**src/hdl/vrds_pkg.sv**
```systemverilog
// ----------------------------------------------------------------------------
// vrds_pkg
// Types and constants shared by the VP8 RTP descriptor stripper and its
// channel interfaces.
// ----------------------------------------------------------------------------
package vrds_pkg;

    localparam int unsigned ByteW  = 8;
    localparam int unsigned CountW = 16;
    localparam int unsigned StatW  = 2;

    localparam logic [CountW-1:0] CountMax = {CountW{1'b1}};

    // Descriptor bit masks
    localparam logic [ByteW-1:0] BitHi = 8'h80;
    localparam logic [ByteW-1:0] BitL  = 8'h40;
    localparam logic [ByteW-1:0] BitT  = 8'h20;
    localparam logic [ByteW-1:0] BitK  = 8'h10;

    // Packet status codes
    localparam logic [StatW-1:0] StatOk         = 2'd0;
    localparam logic [StatW-1:0] StatIncomplete = 2'd1;
    localparam logic [StatW-1:0] StatOverflow   = 2'd2;

    typedef struct packed {
        logic [ByteW-1:0] packet_byte;
        logic             last_byte;
    } in_item_t;

    typedef struct packed {
        logic [ByteW-1:0]  out_byte;
        logic              byte_valid;
        logic              packet_end;
        logic [StatW-1:0]  status;
        logic [CountW-1:0] payload_length;
    } out_item_t;

endpackage

```
**src/hdl/vrds_channels.sv**
```systemverilog
// ----------------------------------------------------------------------------
// vrds channels
// Valid/ready channel interfaces for packet bytes in and results out.
// ----------------------------------------------------------------------------
interface vrds_in_if;
    logic               valid;
    logic               ready;
    vrds_pkg::in_item_t item;

    modport source (output valid, output item, input ready);
    modport sink (input valid, input item, output ready);
endinterface

interface vrds_out_if;
    logic                valid;
    logic                ready;
    vrds_pkg::out_item_t item;

    modport source (output valid, output item, input ready);
    modport sink (input valid, input item, output ready);
endinterface

```
**src/hdl/vp8_rtp_descriptor_stripper.sv**
```systemverilog
// ----------------------------------------------------------------------------
// vp8_rtp_descriptor_stripper
// Strips the VP8 RTP payload descriptor and passes payload bytes through.
// ----------------------------------------------------------------------------
// Usage:
//   byte_in carries one packet byte per transfer, last_byte set on the final
//   byte. result_out carries at most one result per input byte: a payload
//   byte, or a closing result with packet_end, status and payload_length.
//   Non-final descriptor bytes and dropped non-final bytes give no result.
//   cfg_write_en / cfg_write_data load the capacity register (reset 65535);
//   write it only while no packet is in flight.
// Timing:
//   One byte per cycle sustained while result_out does not stall. A byte
//   lands in the input register at its transfer, and its result is then
//   written to the output register. Between them the per-byte parse is one
//   phase update, a 16-bit capacity compare and a saturating increment.
// Reset / stall:
//   Reset clears the parse state, empties both registers and sets capacity
//   to 65535. When result_out stalls, the result holds, the input register
//   fills, and byte_in.ready drops until the result is taken.
// ----------------------------------------------------------------------------
module vp8_rtp_descriptor_stripper
(
    input  logic                         clk,
    input  logic                         rst_n,
    input  logic                         cfg_write_en,
    input  logic [vrds_pkg::CountW-1:0]  cfg_write_data,
    vrds_in_if.sink                      byte_in,
    vrds_out_if.source                   result_out
);

    typedef enum logic [2:0] {
        PH_FIRST,
        PH_EXT,
        PH_PID1,
        PH_PID2,
        PH_TL0,
        PH_TIDKEY,
        PH_PAYLOAD
    } phase_t;

    logic [vrds_pkg::CountW-1:0] capacity_reg;

    logic                        in_valid_reg;
    vrds_pkg::in_item_t          in_item_reg;
    logic                        out_valid_reg, out_valid_next;
    vrds_pkg::out_item_t         out_item_reg, out_item_next;

    phase_t                      phase_reg, phase_next;
    logic                        want_tl0_reg, want_tl0_next;
    logic                        want_tk_reg, want_tk_next;
    logic [vrds_pkg::CountW-1:0] count_reg, count_next;
    logic                        ovf_reg, ovf_next;

    logic                        advance;
    logic                        take_in;
    logic                        fits;
    logic [vrds_pkg::CountW-1:0] count_inc;
    logic                        do_emit;
    phase_t                      desc_next;
    logic                        tl0_sel, tk_sel;

    assign advance        = in_valid_reg && (!out_valid_reg || result_out.ready);
    assign take_in        = byte_in.valid && byte_in.ready;
    assign byte_in.ready  = !in_valid_reg || advance;
    assign result_out.valid = out_valid_reg;
    assign result_out.item  = out_item_reg;

    assign fits      = count_reg < capacity_reg;
    assign count_inc = (count_reg < vrds_pkg::CountMax) ? count_reg + 16'd1 : count_reg;

    // Descriptor phase walk
    always_comb
    begin
        tl0_sel   = want_tl0_reg;
        tk_sel    = want_tk_reg;
        desc_next = PH_PAYLOAD;
        case (phase_reg)
            PH_FIRST:
            begin
                desc_next = |(in_item_reg.packet_byte & vrds_pkg::BitHi) ? PH_EXT : PH_PAYLOAD;
            end
            PH_EXT:
            begin
                tl0_sel = |(in_item_reg.packet_byte & vrds_pkg::BitL);
                tk_sel  = |(in_item_reg.packet_byte & (vrds_pkg::BitT | vrds_pkg::BitK));
                if (|(in_item_reg.packet_byte & vrds_pkg::BitHi))
                    desc_next = PH_PID1;
                else if (tl0_sel)
                    desc_next = PH_TL0;
                else if (tk_sel)
                    desc_next = PH_TIDKEY;
                else
                    desc_next = PH_PAYLOAD;
            end
            PH_PID1, PH_PID2:
            begin
                if (phase_reg == PH_PID1 &&
                    |(in_item_reg.packet_byte & vrds_pkg::BitHi))
                    desc_next = PH_PID2;
                else if (want_tl0_reg)
                    desc_next = PH_TL0;
                else if (want_tk_reg)
                    desc_next = PH_TIDKEY;
                else
                    desc_next = PH_PAYLOAD;
            end
            PH_TL0:
            begin
                desc_next = want_tk_reg ? PH_TIDKEY : PH_PAYLOAD;
            end
            default:
            begin
                desc_next = PH_PAYLOAD;
            end
        endcase
    end

    // Next state and result
    always_comb
    begin
        phase_next     = phase_reg;
        want_tl0_next  = want_tl0_reg;
        want_tk_next   = want_tk_reg;
        count_next     = count_reg;
        ovf_next       = ovf_reg;
        do_emit        = 1'b0;
        out_item_next  = '0;

        if (phase_reg == PH_PAYLOAD)
        begin
            count_next = count_inc;
            ovf_next   = ovf_reg || !fits;
            do_emit    = fits || in_item_reg.last_byte;
            out_item_next.out_byte       = fits ? in_item_reg.packet_byte : 8'd0;
            out_item_next.byte_valid     = fits;
            out_item_next.packet_end     = in_item_reg.last_byte;
            out_item_next.status         = (in_item_reg.last_byte && ovf_next) ?
                                           vrds_pkg::StatOverflow : vrds_pkg::StatOk;
            out_item_next.payload_length = count_inc;
        end
        else
        begin
            phase_next    = desc_next;
            want_tl0_next = tl0_sel;
            want_tk_next  = tk_sel;
            do_emit       = in_item_reg.last_byte;
            out_item_next.packet_end = 1'b1;
            out_item_next.status     = (desc_next == PH_PAYLOAD) ?
                                       vrds_pkg::StatOk : vrds_pkg::StatIncomplete;
        end

        // Return to packet start after the closing byte
        if (in_item_reg.last_byte)
        begin
            phase_next    = PH_FIRST;
            want_tl0_next = 1'b0;
            want_tk_next  = 1'b0;
            count_next    = '0;
            ovf_next      = 1'b0;
        end

        if (advance && do_emit)
            out_valid_next = 1'b1;
        else if (result_out.ready)
            out_valid_next = 1'b0;
        else
            out_valid_next = out_valid_reg;
    end

    always_ff @(posedge clk or negedge rst_n)
    begin
        if (!rst_n)
        begin
            capacity_reg  <= vrds_pkg::CountMax;
            in_valid_reg  <= 1'b0;
            in_item_reg   <= '0;
            out_valid_reg <= 1'b0;
            out_item_reg  <= '0;
            phase_reg     <= PH_FIRST;
            want_tl0_reg  <= 1'b0;
            want_tk_reg   <= 1'b0;
            count_reg     <= '0;
            ovf_reg       <= 1'b0;
        end
        else
        begin
            if (cfg_write_en)
                capacity_reg <= cfg_write_data;
            if (take_in)
                in_valid_reg <= 1'b1;
            else if (advance)
                in_valid_reg <= 1'b0;
            if (take_in)
                in_item_reg <= byte_in.item;
            out_valid_reg <= out_valid_next;
            if (advance && do_emit)
                out_item_reg <= out_item_next;
            if (advance)
            begin
                phase_reg    <= phase_next;
                want_tl0_reg <= want_tl0_next;
                want_tk_reg  <= want_tk_next;
                count_reg    <= count_next;
                ovf_reg      <= ovf_next;
            end
        end
    end

    // Checks
    a_nonbyte_closes: assert property (@(posedge clk) disable iff (!rst_n)
        out_valid_reg && !out_item_reg.byte_valid |-> out_item_reg.packet_end)
        else $error("result without byte does not close packet");

    a_incomplete_len: assert property (@(posedge clk) disable iff (!rst_n)
        out_valid_reg && out_item_reg.status == vrds_pkg::StatIncomplete
        |-> out_item_reg.payload_length == '0 && !out_item_reg.byte_valid)
        else $error("incomplete descriptor result carries payload");

    a_clear_after_last: assert property (@(posedge clk) disable iff (!rst_n)
        advance && in_item_reg.last_byte
        |=> phase_reg == PH_FIRST && count_reg == '0 && !ovf_reg)
        else $error("state not cleared after closing byte");

    a_byte_ok: assert property (@(posedge clk) disable iff (!rst_n)
        out_valid_reg && out_item_reg.byte_valid
        |-> out_item_reg.status == vrds_pkg::StatOk && out_item_reg.payload_length != '0)
        else $error("passed byte has bad status or length");

endmodule
```
**src/flat_wrapper.sv**
```systemverilog
// flat-port wrapper written by rule: the top's interface ports become plain ports
module vp8_rtp_descriptor_stripper_flat 
  (clk, rst_n, cfg_write_en, cfg_write_data, byte_in_valid, byte_in_item, byte_in_ready, result_out_valid, result_out_item, result_out_ready);
  vrds_in_if byte_in_i ();
  vrds_out_if result_out_i ();
  input  logic clk;
  input  logic rst_n;
  input  logic cfg_write_en;
  input  logic [vrds_pkg::CountW-1:0] cfg_write_data;
  input wire logic [$bits(byte_in_i.valid)-1:0] byte_in_valid;
  input wire logic [$bits(byte_in_i.item)-1:0] byte_in_item;
  output wire logic [$bits(byte_in_i.ready)-1:0] byte_in_ready;
  output wire logic [$bits(result_out_i.valid)-1:0] result_out_valid;
  output wire logic [$bits(result_out_i.item)-1:0] result_out_item;
  input wire logic [$bits(result_out_i.ready)-1:0] result_out_ready;
  assign byte_in_i.valid = byte_in_valid;
  assign byte_in_i.item = byte_in_item;
  assign byte_in_ready = byte_in_i.ready;
  assign result_out_valid = result_out_i.valid;
  assign result_out_item = result_out_i.item;
  assign result_out_i.ready = result_out_ready;
  vp8_rtp_descriptor_stripper u_core (.clk(clk), .rst_n(rst_n), .cfg_write_en(cfg_write_en), .cfg_write_data(cfg_write_data), .byte_in(byte_in_i), .result_out(result_out_i));
endmodule
```
**config.mk**
```make
export PLATFORM = sky130hd
export DESIGN_NAME = vp8_rtp_descriptor_stripper_flat
export DESIGN_NICKNAME = d
export VERILOG_FILES = /design/src/hdl/vrds_pkg.sv /design/src/hdl/vrds_channels.sv /design/src/hdl/vp8_rtp_descriptor_stripper.sv /design/src/flat_wrapper.sv
export SDC_FILE = /design/constraint.sdc
export NUM_CORES = 1
export LEC_CHECK = 0
export BUFFER_PORTS_ARGS = -buffer_cell sky130_fd_sc_hd__buf_2
export CORE_UTILIZATION = 40
export DETAILED_ROUTE_END_ITERATION = 12
export GPL_TIMING_DRIVEN = 0
export PLACE_DENSITY = 0.71
export SYNTH_ARGS = -nofsm -noshare
export SYNTH_HDL_FRONTEND = slang
export SYNTH_SLANG_ARGS = --single-unit
export TNS_END_PERCENT = 20
```
**constraint.sdc**
```tcl
create_clock -name clk -period 3.85 [get_ports clk]
set_input_delay 0.1925 -clock clk [delete_from_list [all_inputs] [get_ports clk]]
set_output_delay 0.1925 -clock clk [all_outputs]
set_load 0.01 [all_outputs]
```
==> results.py <==
metrics = {
    "status": {
        "outcome": "complete, no violations",
    },
    "global_route": {
        "antenna_found_initial": 0,
        "track_usage": 0.184,
        "grt_max_degree": 49,
        "grt_pass1_vias": 3044,
        "grt_overflow": 0,
        "grt_pass1_wl_mm": 14.5,
    },
    "floorplanning": {
        "dieArea_um2": 10200,
        "die_h_um": 101,
        "ios": 60,
        "fp-row-count": 35,
        "start_util": 0.420,
        "core_area_um2": 9370,
        "die_w_um": 101,
    },
    "synth": {
        "synth.area.mux_share": 0.0508,
        "synth_top_area_cell": "dfrtp_1",
        "syn_inst": 392,
        "synthTopCellsByArea": "dfrtp_1 (39%), dfstp_2 (11%), o21ai_0 (6.6%)",
        "synth-edff-count": 0,
        "async_flop_share": 1.00,
        "synthesis.area_um2": 3940,
        "synth_xor_area_frac": 0.0245,
        "ys_seq_area_frac": 0.494,
        "synthSimpleGateAreaFrac": 0.168,
        "synth_compound_area_frac": 0.170,
        "synth_fa_ha_area_frac": 0.0508,
        "ys_seq_elements": 77,
        "synth_nets": 438,
        "yosys.area.top_type_share": 0.388,
        "synth_top_family_by_area": "compound AO/OA/AOI/OAI gates",
        "synthDistinctLibCells": 51,
        "ys.flop_type": "dfrtp_1",
        "ys_warn_count": 0,
        "syn_avg_cell_area_um2": 10.0,
    },
    "detailed_routing": {
        "dr.pass1.iters": 4,
        "routedWlPerCell_um": 14.5,
        "drt-total-wl_mm": 8.68,
        "drtIter0Drc": 136,
        "drtAntennaViolNets": 0,
        "drc": 0,
        "vias_per_cell": 5.20,
        "num_vias": 3112,
    },
    "timing": {
        "max_slew.worst_pin.slew_ps": 878,
        "period_share": 0.716,
        "slew_headroom": 0.414,
        "hold_violations": 0,
        "skew_ps": 7.11,
        "grt_setup_unrepaired": "no",
        "setup_viol": 0,
        "slew_viol_final": 0,
        "clock.fmax_ghz": 0.363,
        "fin_crit_ps": 2760,
        "setup_tns_ps": 0,
    },
    "placed_design": {
        "place.port_buffers": 59,
        "placedCellCount": 581,
        "hpwl_mm": 6.40,
        "globalplace.congestion": 0.852,
    },
    "critical_path": {
        "worstSetupEndpointType": "register",
        "cp.arrival_ps": 2970,
        "ff2ff_path_depth": 8,
        "cp_data_required_time_ps": 4060,
        "path_class": "reg2reg",
        "startpoint_type": "register",
        "critPathLaunch": "u_core.capacity_reg[15]",
        "worst-path-max-fanout": 4,
        "rr_startpoint": "u_core.capacity_reg[15]",
    },
    "power": {
        "power_leakage_nw": 2.23,
        "vdd_drop_max_mv": 0.285,
        "power_density_nw_per_um2": 466,
    },
    "clocking": {
        "htree_levels": 3,
        "cts_inserted_buffers": 9,
        "clkLatencyLatePin_ps": 360,
        "cts.sinks": 77,
        "ctsResizeCount": 0,
        "ctsHoldBuffers": 1,
        "postCtsSetupBuffers": 0,
        "cts_root_buf": "clkbuf_8",
        "clk_pin_slew_ps": 80,
        "cts_tree": "yes",
        "cts_max_path_buffers": 2,
    },
    "worst_hold_path": {
        "hp-start": "cfg_write_data[15]",
        "holdPathStages": 3,
        "hold_path_class": "in2reg",
    },
    "finish": {
        "area_growth_pct": 18.3,
        "diodes": 0,
        "fillCellCount": 898,
        "stdcell_count": 598,
        "drive_above_1_share": 0.249,
        "nets": 510,
        "largest_reg_flops": 28,
    },
    "run": {
        "cap_viol_max_count": 0,
    },
}
[stage by stage]
stage | power (W) | hold WS (ps) | area [µm²] | util | worst slack, ps
detailed placement | 0.00150 | 155 | 4430 | 0.472 | 1130
CTS | 0.00220 | 22.5 | 4660 | 0.497 | 1090
global route | 0.00231 | 34.2 | 4660 | 0.497 | 900
finish | 0.00217 | 42.3 | 4660 | 0.497 | 1090
floorplan | 0.00131 | -103 | 3940 | - | 1380
global placement | 0.00147 | 401 | 4400 | 0.469 | 1160
[area by class of cell]
type	instances	area [µm²]	share of cell area
plain buffers	15	66.3	0.0142
clock inverters	4	70.1	0.0150
repair buffers	61	335	0.0719
clock buffers	12	155	0.0333
inverters	26	97.6	0.0209
multi-input cells	274	1830	0.392
well taps	129	161	0.0346
flip-flops and latches	77	1950	0.418
[synth_stat cells (5+ instances only)]
| master | instances |
|---|---|
| buf_2 | 5 |
| mux2_2 | 11 |
| o21ai_0 | 52 |
| a21oi_1 | 11 |
| nor2_1 | 18 |
| nand2_1 | 48 |
| inv_1 | 26 |
| nand3_1 | 19 |
| dfrtp_1 | 61 |
| ha_1 | 16 |
| and2_1 | 5 |
| a22o_1 | 9 |
| mux2_1 | 5 |
| o31ai_1 | 5 |
| dfstp_2 | 16 |
| nand2b_1 | 5 |
| xor2_1 | 8 |
| nand4_1 | 6 |
| clkbuf_1 | 9 |
| a32o_1 | 5 |
[layout by cell type (no fill, tap or decap), types with 9 or more instances in the layout]
cell       n
clkbuf_8  11
a21oi_1   11
ha_1      16
mux2_2    11
dfstp_2   16
o21ai_0   52
buf_2     63
nand2_1   48
inv_1     26
clkbuf_1  10
dfrtp_1   61
nor2_1    18
a22o_1     9
nand3_1   19
[report_power, final]
part | switching, W | internal [W]
sequential | 0.0000585 | 0.000922
combinational | 0.000296 | 0.000200
clock | 0.000296 | 0.000399
[worst max-delay path, stage by stage, from the launching register on]
cell and delay [ps]:
dfstp_2 520, inv_1 50, ha_1 310, nand4_1 150, or3_4 450, nor4_4 290
nor3b_2 130, o21ai_0 550, o2bb2ai_1 160
[path summary, 6_finish.rpt]
kind                                                   end  slack, ps
worst min-delay path               u_core.capacity_reg[15]         40
worst max register to register   u_core.result_out.item[5]       1090
min in group asynchronous       u_core.result_out.item[10]        310
worst max-delay path             u_core.result_out.item[5]       1090
worst min register to register  u_core.result_out.item[18]        470
max in group asynchronous            u_core.in_item_reg[2]       2980
[per-layer routing]
metal,part of all wire,global-route usage
met5,0,0
met4,0.0098,0.0468
met3,0.044,0.0552
met2,0.49,0.311
met1,0.46,0.230
[logic make-up (layout without fill, tap and decap cells)]
| logic type | Yosys count | count (layout) |
|---|---|---|
| flops | 77 | 77 |
| xor+xnor | 11 | 11 |
| simple gates | 128 | 128 |
| buf+inv | 41 | 118 |
| fa+ha+maj | 16 | 16 |
| compound gates | 101 | 101 |
| mux | 18 | 18 |
No activity file was read; power rests on OpenSTA's default activity.
